[src/rtl/gouraud_triangle_rasterizer_top_macros.svh]
// Assertion macros for the rasterizer
`ifndef GOURAUD_TRIANGLE_RASTERIZER_TOP_MACROS_SVH
`define GOURAUD_TRIANGLE_RASTERIZER_TOP_MACROS_SVH

// implication checked on every clock edge outside reset
`define GTR_ASSERT_IMPL(label, clk, rst, lhs, rhs, msg) \
   label: assert property (@(posedge clk) disable iff (rst) (lhs) |-> (rhs)) else $error(msg);

// implication whose consequent is checked in the cycle after the antecedent
`define GTR_ASSERT_NEXT(label, clk, rst, lhs, rhs, msg) \
   label: assert property (@(posedge clk) disable iff (rst) (lhs) |=> (rhs)) else $error(msg);

`endif

[src/rtl/gtr_pkg.sv]
package gtr_pkg;
   localparam int ScreenWidthDef  = 1024;
   localparam int ScreenHeightDef = 512;
   localparam int ChannelBitsDef  = 5;
   localparam int XW   = 10;
   localparam int YW   = 9;
   localparam int CW   = 15;
   localparam int EW   = 22;  // edge weight, signed
   localparam int SW   = 28;  // weighted sum, signed
   localparam logic OP_LOAD = 1'b0;
   localparam logic OP_TICK = 1'b1;

   typedef struct packed {
      logic load;    // capture triangle
      logic setup;   // compute area / swap
      logic eval;    // compute edge weights of the current position
      logic div_go;  // start division of channel
      logic advance; // step the walk
   } cmd_type;

   typedef struct packed {
      logic walking;
      logic cov;
      logic div_done;
      logic last;
   } sts_type;
endpackage

[src/rtl/gtr_ctrl.sv]
module gtr_ctrl
   import gtr_pkg::*;
(
   input  logic       clock,
   input  logic       reset,
   input  logic       start,
   input  logic       op,
   input  sts_type    sts,
   output cmd_type    cmd,
   output logic [1:0] chan,
   output logic       busy,
   output logic       rsp_valid,
   output logic       rsp_covered,
   output logic       rsp_pos,
   output logic       rsp_done
);
   typedef enum logic [6:0] {
      S_IDLE   = 7'b0000001,
      S_SETUP  = 7'b0000010,
      S_EVAL   = 7'b0000100,
      S_COV    = 7'b0001000,
      S_LAUNCH = 7'b0010000,
      S_DIV    = 7'b0100000,
      S_OUT    = 7'b1000000
   } state_type;

   state_type  st_ff, st_in;
   logic       pend_ff, pend_in;   // a walk is pending
   logic       first_ff, first_in; // first tick of a walk: seed position
   logic [1:0] ch_ff, ch_in;

   always_comb begin
      st_in = st_ff; pend_in = pend_ff; first_in = first_ff; ch_in = ch_ff;
      cmd = '0;
      rsp_valid = 1'b0; rsp_covered = 1'b0; rsp_pos = 1'b0; rsp_done = 1'b0;
      case (st_ff)
         S_IDLE: begin
            if (start) begin
               if (op == OP_LOAD) begin
                  cmd.load = 1'b1; st_in = S_SETUP;
                  pend_in = 1'b0; ch_in = 2'd0;
               end else if (pend_ff) begin
                  st_in = S_EVAL;
               end else begin
                  rsp_valid = 1'b1; rsp_done = 1'b1;
               end
            end
         end
         S_SETUP: begin
            cmd.setup = 1'b1; st_in = S_OUT; first_in = 1'b1;
         end
         S_EVAL: begin
            // first visit seeds the position from the box corner
            cmd.eval = 1'b1;
            if (first_ff) begin
               first_in = 1'b0; st_in = S_EVAL;
            end else st_in = S_COV;
         end
         S_COV: begin
            if (sts.cov) begin
               ch_in = 2'd0; st_in = S_LAUNCH;
            end else begin
               rsp_valid = 1'b1; rsp_pos = 1'b1;
               rsp_done = sts.last; pend_in = !sts.last;
               cmd.advance = 1'b1; st_in = S_IDLE;
            end
         end
         S_LAUNCH: begin
            // channel select is settled: start its division
            cmd.div_go = 1'b1; st_in = S_DIV;
         end
         S_DIV: begin
            if (sts.div_done) begin
               if (ch_ff == 2'd2) st_in = S_OUT;
               else begin
                  ch_in = ch_ff + 2'd1; st_in = S_LAUNCH;
               end
            end
         end
         S_OUT: begin
            if (first_ff && !pend_ff && ch_ff != 2'd3) begin
               // load result
               rsp_valid = 1'b1; rsp_done = !sts.walking;
               pend_in = sts.walking; st_in = S_IDLE; ch_in = 2'd3;
            end else begin
               rsp_valid = 1'b1; rsp_pos = 1'b1; rsp_covered = 1'b1;
               rsp_done = sts.last; pend_in = !sts.last;
               cmd.advance = 1'b1; st_in = S_IDLE;
            end
         end
         default: st_in = S_IDLE;
      endcase
   end

   always_ff @(posedge clock) begin
      if (reset) begin
         st_ff <= S_IDLE; pend_ff <= 1'b0; first_ff <= 1'b0; ch_ff <= 2'd0;
      end else begin
         st_ff <= st_in; pend_ff <= pend_in; first_ff <= first_in; ch_ff <= ch_in;
      end
   end

   assign chan = ch_ff;
   assign busy = (st_ff != S_IDLE);
endmodule
[config.mk]
export PLATFORM = sky130hd
export DESIGN_NAME = gtr_ctrl
export DESIGN_NICKNAME = d
export VERILOG_FILES = /design/src/rtl/gouraud_triangle_rasterizer_top_macros.svh /design/src/rtl/gtr_pkg.sv /design/src/rtl/gtr_ctrl.sv
export SDC_FILE = /design/constraint.sdc
export NUM_CORES = 1
export LEC_CHECK = 0
export BUFFER_PORTS_ARGS = -buffer_cell sky130_fd_sc_hd__buf_2
export CAP_MARGIN = 20
export CORE_MARGIN = 8
export CORE_UTILIZATION = 23
export CTS_CLUSTER_SIZE = 8
export DETAILED_ROUTE_END_ITERATION = 7
export GPL_TIMING_DRIVEN = 0
export SLEW_MARGIN = 15
export SYNTH_ARGS = -nofsm -noshare
export SYNTH_HDL_FRONTEND = slang
export SYNTH_SLANG_ARGS = --single-unit
[constraint.sdc]
create_clock -name clock -period 2.2 [get_ports clock]
set_input_delay 0.22 -clock clock [delete_from_list [all_inputs] [get_ports clock]]
set_output_delay 0.22 -clock clock [all_outputs]
set_load 0.005 [all_outputs]
-- Word level (Yosys, flattened, before mapping)
Cells that the tools add are included.
- register bits: 11
- ROM bits: 0
- latch bits: 0
- input bits: 8
- word-level logic and storage cells: 72
- bits in writable memories: 0
- memories: 0
- $lt $le $gt $ge: 0
- add/sub/neg operators: 1
- eq/ne operators: 18
- mux-type cells: 38
- $mul: 0
- shift operators: 0
- reductions and logical operators: 11
- bitwise gates (word level): 0
- divide/modulo/power cells: 0
- operator list (cell ; number):
    $pmux 7 s6 ; 1
    $mux 7 ; 5
    $mux 1 ; 18
    $ne 2x2->1 const B ; 8
    $mux 2 ; 6
    $pmux 1 s3 ; 3
    $pmux 2 s4 ; 1
    $eq 7x1->1 const B ; 1
    $eq 7x2->1 const B ; 1
    $eq 7x3->1 const B ; 1
    $eq 7x4->1 const B ; 1
    $eq 7x5->1 const B ; 1
    $eq 7x6->1 const B ; 1
    $eq 7x7->1 const B ; 1
    $ne 7x1->1 const B ; 1
    $reduce_and 7->1 ; 1
    $mux 5 ; 1
    $mux 4 ; 1
    $pmux 1 s2 ; 2
    $reduce_and 4->1 ; 1
    $reduce_bool 4->1 ; 1
    $logic_not 1->1 ; 3
    $ne 3x3->1 const B ; 1
    $reduce_and 3->1 ; 1
    other kinds (5) ; 6

-- Longest topological paths before layout
Gate-level depths: netlist of the first run.
- depth after elaboration: 5
- gate-level depth with buffers: 7
- depth with buffers taken out: 7

-- Least setup slack after synthesis of the first run
Ideal clock, no wire load.
- path type: reg2reg
- start point: register ch_ff[0], in the netlist chan[0]
- end point: register ch_ff[0], in the netlist chan[0]
- data arrival time: 1.618 ns
- setup time: 0.114 ns
- setup slack: 0.467 ns
- path buffers: 0
- period minus slack after synthesis: 1.733 ns
- stages on the path, launching flop included: 8
- cell sequence: dfxtp_1 -> ha_1 -> or3b_1 -> nand3_2 -> inv_2 -> a2111oi_4 -> mux2i_1 -> nor2_1
- word-level cells in the longest chain between the ends: 4
- elaborated cells on any way between the ends: 10
- classes of those cells: 1 x add/sub; 4 x eq/ne; 3 x mux; 2 x reduce/logical
- RTL lines (what ; line ; text):
    from (decl) ; gtr_ctrl.sv:30 ; logic [1:0] ch_ff, ch_in;
    from (signal assigned) ; gtr_ctrl.sv:99 ; st_ff <= st_in; pend_ff <= pend_in; first_ff <= first_in; ch_ff <= ch_in;
    $add 2x1->2 / $ne 2x2->1 (equally long branches) ; gtr_ctrl.sv:76, gtr_ctrl.sv:81 ;
    $mux 2 / $logic_and 1x1->1 (equally long branches) ; gtr_ctrl.sv:74, gtr_ctrl.sv:81 ;
    $mux 2 / $ne 2x2->1 (equally long branches) ; n/a ;
    $pmux 2 s4 / $reduce_and 7->1 (equally long branches) ; n/a ;
Several ways; a longest one is shown, not always the timed one. The select of a mux whose other input is x is not followed.
A chain may end at the register's enable or synchronous reset.

-- Final worst setup path of the first run
- start point: register st_ff[4]
- end point: output port rsp_done
- word-level cells in the longest chain between the ends: 2
- elaborated cells on any way between the ends: 4
- classes of those cells: 3 x eq/ne; 1 x mux
- RTL lines (what ; line ; text):
    from (decl) ; gtr_ctrl.sv:27 ; state_type st_ff, st_in;
    from (signal assigned) ; gtr_ctrl.sv:99 ;
    $eq 7x7->1, or another cell as far along ; gtr_ctrl.sv:36 ; case (st_ff)
    $pmux 1 s3 * ; gtr_ctrl.sv:36 ;
    to (decl) ; gtr_ctrl.sv:15 ; output logic rsp_done
Mark *: on every way between the ends. The rest lies on a longest branch, timed or not.

==> flow_metrics.tcl, run 1 <==
set metrics [dict create \
    ys_seq_area_share_pct 26.3 \
    grt_max_degree 9 \
    antenna_found_initial 0 \
    num_antenna_cells 0 \
    cts_buffer_depth 2 \
    cts_tree "yes" \
    rsz0062_at_grt "no" \
    yosysTopAreaCellShare_pct 26.3 \
    clkLatencyLatePin_ns 0.27 \
    synth_warnings 0 \
    combPwrFrac_pct 33.4 \
    crit_chain "buf_2, or2_2, nor4_4, nand4b_1, o311ai_0, buf_2" \
    cp_top_family "simple AND/OR/NAND/NOR gates" \
    ir_worst_vdd_mv 0.192 \
    vias 796 \
    grt_pass1_wl_mm 3.88 \
    crit_path_end_kind "output port" \
    fin_crit_sh_pct 92.9 \
    p_total_mw 0.552 \
    wl_per_cell_um 13.4 \
    io_buffers 19 \
    overflow 0 \
    power.leakage_nw 0.424 \
    final_common_cell "buf_2" \
    final_cell_mix "20 x buf_2, 14 x nor2_1, 11 x dfxtp_1" \
    netlist_area_um2 838 \
    max_cap_viol_count 0 \
    tns_ns 0 \
    crit_path_top_delay_cell "or2_2" \
    grt_pass1_vias 810 \
    synth-main-ff-cell "dfxtp_1" \
    slew_headroom_pct 69.5 \
    tightest_slew_ns 0.453 \
    cpPeakStageDelay_ns 0.33 \
    firstDrtPassIters 4 \
    drive_gt1_share_pct 35.2 \
    clock-root-buffer "clkbuf_4" \
    wirelength_mm 2.27 \
    synth_fp_nets 109 \
    synth_cell_types 42 \
    crit_buf_inv 2 \
    drtIter0Drc 41 \
    row_count 22 \
    core_um2 3580 \
    max_freq_ghz 0.489 \
    start_util_pct 23.4 \
    routabilityCongestion 0.846 \
    worstPathRequired_ns 1.98 \
    ioPinCount 20 \
    p_int_mw 0.366 \
    synth_edf_count 0 \
    startpoint_type "register" \
    path_clk_slew_ns 0.08 \
    grtUsageTotal_pct 8.00 \
    slew_viol_final 0 \
    switching_power_mw 0.186 \
    swShare_pct 33.6 \
    p_clk_share_pct 25.8 \
    hold_viol_final 0 \
    dp_hpwl_mm 1.82 \
    syn_area_per_cell_um2 8.47 \
    p_per_area_nw_per_um2 529 \
    synth.largest_area_cell "dfxtp_1" \
    cts.sinks 11 \
    drt-vias-per-instance 4.68 \
    finClkSkew_ns 0.00939 \
    worst_ep_arrival_time_ns 1.82 \
    period_needed_ns 2.04 \
    ys_top_cells_by_area "dfxtp_1 26%, nor2_1 6.3%, nor4b_4 5.7%" \
    synthArstFlopShare_pct 0 \
    die_h_um 76.4 \
    worst_path_most_repeated_cell "buf_2" \
    holdWs_ns 0.222 \
    worstSetupPathType "register to output port" \
    netlist_instances 99 \
    numCtsBuffers 3 \
    status "finished, final reports clean" \
    setup_viol_count_final 0 \
    cts_max_level 1 \
    worstPathMaxFanout 8 \
    p_seq_share_pct 40.9 \
    final_nets 133 \
    floorplan.die_area_um2 5830 \
    drc_errors 0 \
    min_path_type "input port to register" \
    ant_nets 0 \
    cts_hold_buffers 0 \
    fp.dieW_um 76.4 \
    synth_seq_cells 11 \
    syn_to_final_growth_pct 24.5 \
]
-- power groups by stage --
stage / clock network (mW) / registers [mW] / logic, mW
after global routing: 0.167 / 0.228 / 0.200
after floorplan: 0 / 0.223 / 0.127
after global placement: 0 / 0.226 / 0.171
after CTS: 0.150 / 0.222 / 0.174
after detailed placement: 0 / 0.226 / 0.173
final: 0.142 / 0.226 / 0.184
-- tightest hold or removal path, cell delays in order --
cell and delay, ns:
buf_2 0.11, nand2_1 0.07, nor3_1 0.04
-- what timing repair did --
action	in CTS	in global routing
setup endpoints to repair	0	2
resized for setup	0	3
buffers inserted	0	1
-- final timing paths --
| path | cells past startpoint | slack [ns] | startpoint | to |
|---|---|---|---|---|
| worst max-delay path | 6 | 0.16 | st_ff[4] | rsp_done |
| worst min-delay path | 3 | 0.22 | start | st_ff[1] |
| worst max register to register | 7 | 0.34 | chan[0] | chan[1] |
| worst min register to register | 1 | 0.53 | first_ff | st_ff[3] |
-- metrics by stage --
step / worst slack (ns) / util, % / instance area (um^2) / std cells
finish: 0.157 / 29.2 / 1040 / 170
global route: 0.0252 / 29.2 / 1040 / 170
CTS: 0.0448 / 28.5 / 1020 / 170
detailed placement: 0.336 / 27.8 / 993 / 166
global placement: 0.365 / 27.8 / 993 / 166
floorplan: 0.467 / - / 838 / 99
-- cell families after synthesis --
group	synth area share, %
flip-flops	26.3
adder cells (fa/ha/maj)	2.98
AO/OA/AOI/OAI	15.8
XOR/XNOR	3.13
multiplexers	2.39
buffers and inverters	6.86
AND/OR/NAND/NOR	42.5
-- cells in the mapped netlist, types with 4 or more instances --
cell type and instances:
nor2_1 14, dfxtp_1 11, nand2_1 8, nor3b_1 5
a21oi_1 4, inv_1 4, nand3_1 4, nor3_1 4
-- routing by layer --
layer  part of all wire, %  routed length, um  GRT usage [%]  vias up
met4                  0.62                 14           3.27        0
met2                    45               1030           11.8       21
met5                     0                  0              0        -
met3                   5.8                132           3.54        2
li1                      -                  -              -      398
met1                    48               1100           9.80      375
-- state kept, by name (all words and copies together), names as in the netlist --
register	cells
st_ff	7
chan	2
first_ff	1
pend_ff	1
-- area by class of cell --
cell class,instances,area (um^2)
Fill cell,410,2530
Multi-Input combinational cell,78,581
Sequential cell,11,220
Timing Repair Buffer,20,103
Tap cell,48,60.1
Buffer,4,35.0
Clock buffer,4,26.3
Inverter,5,18.8
(Power assumes the default switching activity.)
==> run 2, diff against run 1 <==
--- a/config.mk
+++ b/config.mk
@@ -5,7 +5,7 @@
 export SDC_FILE = /design/constraint.sdc
 export NUM_CORES = 1
 export LEC_CHECK = 0
-export BUFFER_PORTS_ARGS = -buffer_cell sky130_fd_sc_hd__buf_2
+export BUFFER_PORTS_ARGS = -buffer_cell sky130_fd_sc_hd__buf_4
 export CAP_MARGIN = 20
 export CORE_MARGIN = 8
 export CORE_UTILIZATION = 23
==> constraint.sdc (replaced) <==
create_clock -name clock -period 2.2 [get_ports clock]
set_input_delay 0.22 -clock clock [delete_from_list [all_inputs] [get_ports clock]]
set_output_delay 0.22 -clock clock [all_outputs]
set_load 0.01 [all_outputs]
==> run 2 against run 1 <==
  * Sequential cell count unchanged
  * Clock power about the same
  * Die area unchanged
  * Critical path type unchanged
  * Critical endpoint unchanged
==> flow_metrics.tcl, run 2 (same netlist as run 1, synthesis figures left out) <==
set metrics [dict create \
    placed_area_um2 1040 \
    cp_top_family "simple AND/OR/NAND/NOR gates" \
    dp_hpwl_mm 1.81 \
    wl_met3_um 137 \
    crit_chain "buf_2, or2_2, nor4_4, nand4b_1, o311ai_0, buf_4" \
    drc_errors 0 \
    routabilityCongestion 0.881 \
    cts_max_level 1 \
    n_fill_cell 399 \
    timing.rr.start "chan[0]" \
    crit_path_end_kind "output port" \
    regMostFlops "st_ff" \
    ioPinCount 20 \
    floorplan.die_area_um2 5830 \
    largest_register_ffs 7 \
    fp.dieW_um 76.4 \
    regArea_um2 220 \
    wl_met2_mm 1.01 \
    crit_buf_inv 2 \
    multi_input_area_um2 586 \
    worstPathMaxFanout 8 \
    crit_path_top_delay_cell "or2_2" \
    hold_viol_final 0 \
    p_seq_share_pct 39.6 \
    path_clk_slew_ns 0.07 \
    syn_to_final_growth_pct 30.9 \
    worst_ep_arrival_time_ns 1.87 \
    cts.sinks 11 \
    tightest_slew_ns 0.495 \
    final_common_cell "buf_4" \
    cp-endpoint "rsp_done" \
    period_needed_ns 2.09 \
    p_int_mw 0.374 \
    status "finished, final reports clean" \
    cp_num_cells 6 \
    rr_endpoint "chan[1]" \
    drive_gt1_share_pct 36.9 \
    startpoint_type "register" \
    max_cap_viol_count 0 \
    cpPeakStageDelay_ns 0.34 \
    overflow 0 \
    clkLatencyLatePin_ns 0.28 \
    num_antenna_cells 0 \
    cts_buffer_depth 2 \
    p_per_area_nw_per_um2 519 \
    drtIter0Drc 44 \
    setup_viol_count_final 0 \
    r2r_cells 7 \
    pre_cts_ws_ns 0.321 \
    wirelength_mm 2.28 \
    grtUsageTotal_pct 7.93 \
    core_um2 3580 \
    drt-vias-per-instance 4.59 \
    switching_power_mw 0.195 \
    grt_pass1_wl_mm 3.88 \
    ir_worst_vdd_mv 0.283 \
    grt_pass1_vias 780 \
    min_path_type "input port to register" \
    p_clk_share_pct 25.2 \
    top_layer_used "met4" \
    slew_viol_final 0 \
    numCtsBuffers 3 \
    crit_start "st_ff[4]" \
    design_area_um2 1100 \
    start_util_pct 23.4 \
    clock-root-buffer "clkbuf_4" \
    worstPathRequired_ns 1.98 \
    vias 781 \
    worstSetupPathType "register to output port" \
    grt_max_degree 9 \
    max_freq_ghz 0.478 \
    swShare_pct 34.3 \
    fin_crit_sh_pct 95.2 \
    setup_slack_ns 0.106 \
    wl_per_cell_um 13.4 \
    finClkSkew_ns 0.00433 \
    wl_met1_mm 1.12 \
    antenna_found_initial 0 \
    ant_nets 0 \
    final_nets 133 \
    slew_headroom_pct 66.6 \
    die_h_um 76.4 \
    combPwrFrac_pct 35.2 \
    row_count 22 \
    r2r_slack_ns 0.34 \
    final_cell_mix "21 x buf_4, 14 x nor2_1, 11 x dfxtp_1" \
    cts_tree "yes" \
    p_total_mw 0.569 \
    power.leakage_nw 0.434 \
    io_buffers 19 \
    firstDrtPassIters 4 \
]
run 2: changes by cell type in the layout (fill, tap and decap cells not counted), sizes merged:
cell / before / now
clkbuf: 4 / 3
clkinv: 0 / 1
run 2: metrics by stage:
step	hold WS (ns)	instances	utilization, %	setup TNS (ns)
3_5_place_dp	0.465	166	29.1	0
2_1_floorplan	0.292	99	-	0
5_1_grt	0.186	170	30.7	-0.0235
4_1_cts	0.172	170	29.9	0
6_report	0.175	170	30.7	0
3_3_place_gp	0.463	166	29.1	0
run 2: worst min-delay path by stage:
| stage | slack, ns | startpoint | endpoint | depth (start not counted) |
|---|---|---|---|---|
| 2_1_floorplan | 0.29 | reset | chan[0] | 1 |
| 3_3_place_gp | 0.46 | reset | st_ff[5] | 2 |
| 3_5_place_dp | 0.46 | reset | st_ff[5] | 2 |
| 4_1_cts | 0.17 | reset | st_ff[5] | 2 |
| 5_1_grt | 0.19 | reset | chan[0] | 2 |
| 6_report | 0.18 | reset | st_ff[5] | 2 |
run 2: cell type report:
class                      instances  area share, %
multi-input combinational         78           53.4
clock buffer                       3           2.05
sequential                        11           20.1
tap                               48           5.47
timing repair buffer              20           13.7
buffer                             4           3.19
inverter                           5           1.71
clock inverter                     1          0.456
run 2: timing repair:
item                       4_1_cts  5_1_grt
hold buffers                     0        0
setup buffers                    0        1
resized for setup                0        4
setup endpoints to repair        0        4
run 2: worst reg2reg max path, stage by stage (launching register included):
cell and delay (ns):
dfxtp_1 0.34, ha_1 0.24, or3b_1 0.38, nand3_2 0.12, inv_2 0.06, a2111oi_4 0.33, mux2i_1 0.23, nor2_1 0.06
run 2: routing by layer:
metal  GRT usage [%]  up-vias
met5               0        -
met4            1.15        0
met3            2.95        2
met2            11.9       20
met1            10.6      358
li1                -      401
run 2: power by group through the flow:
stage / clock, mW / combinational, mW / sequential [mW]
floorplan: 0 / 0.132 / 0.223
global placement: 0 / 0.187 / 0.225
detailed placement: 0 / 0.189 / 0.226
CTS: 0.147 / 0.191 / 0.221
global route: 0.154 / 0.221 / 0.228
finish: 0.143 / 0.201 / 0.225
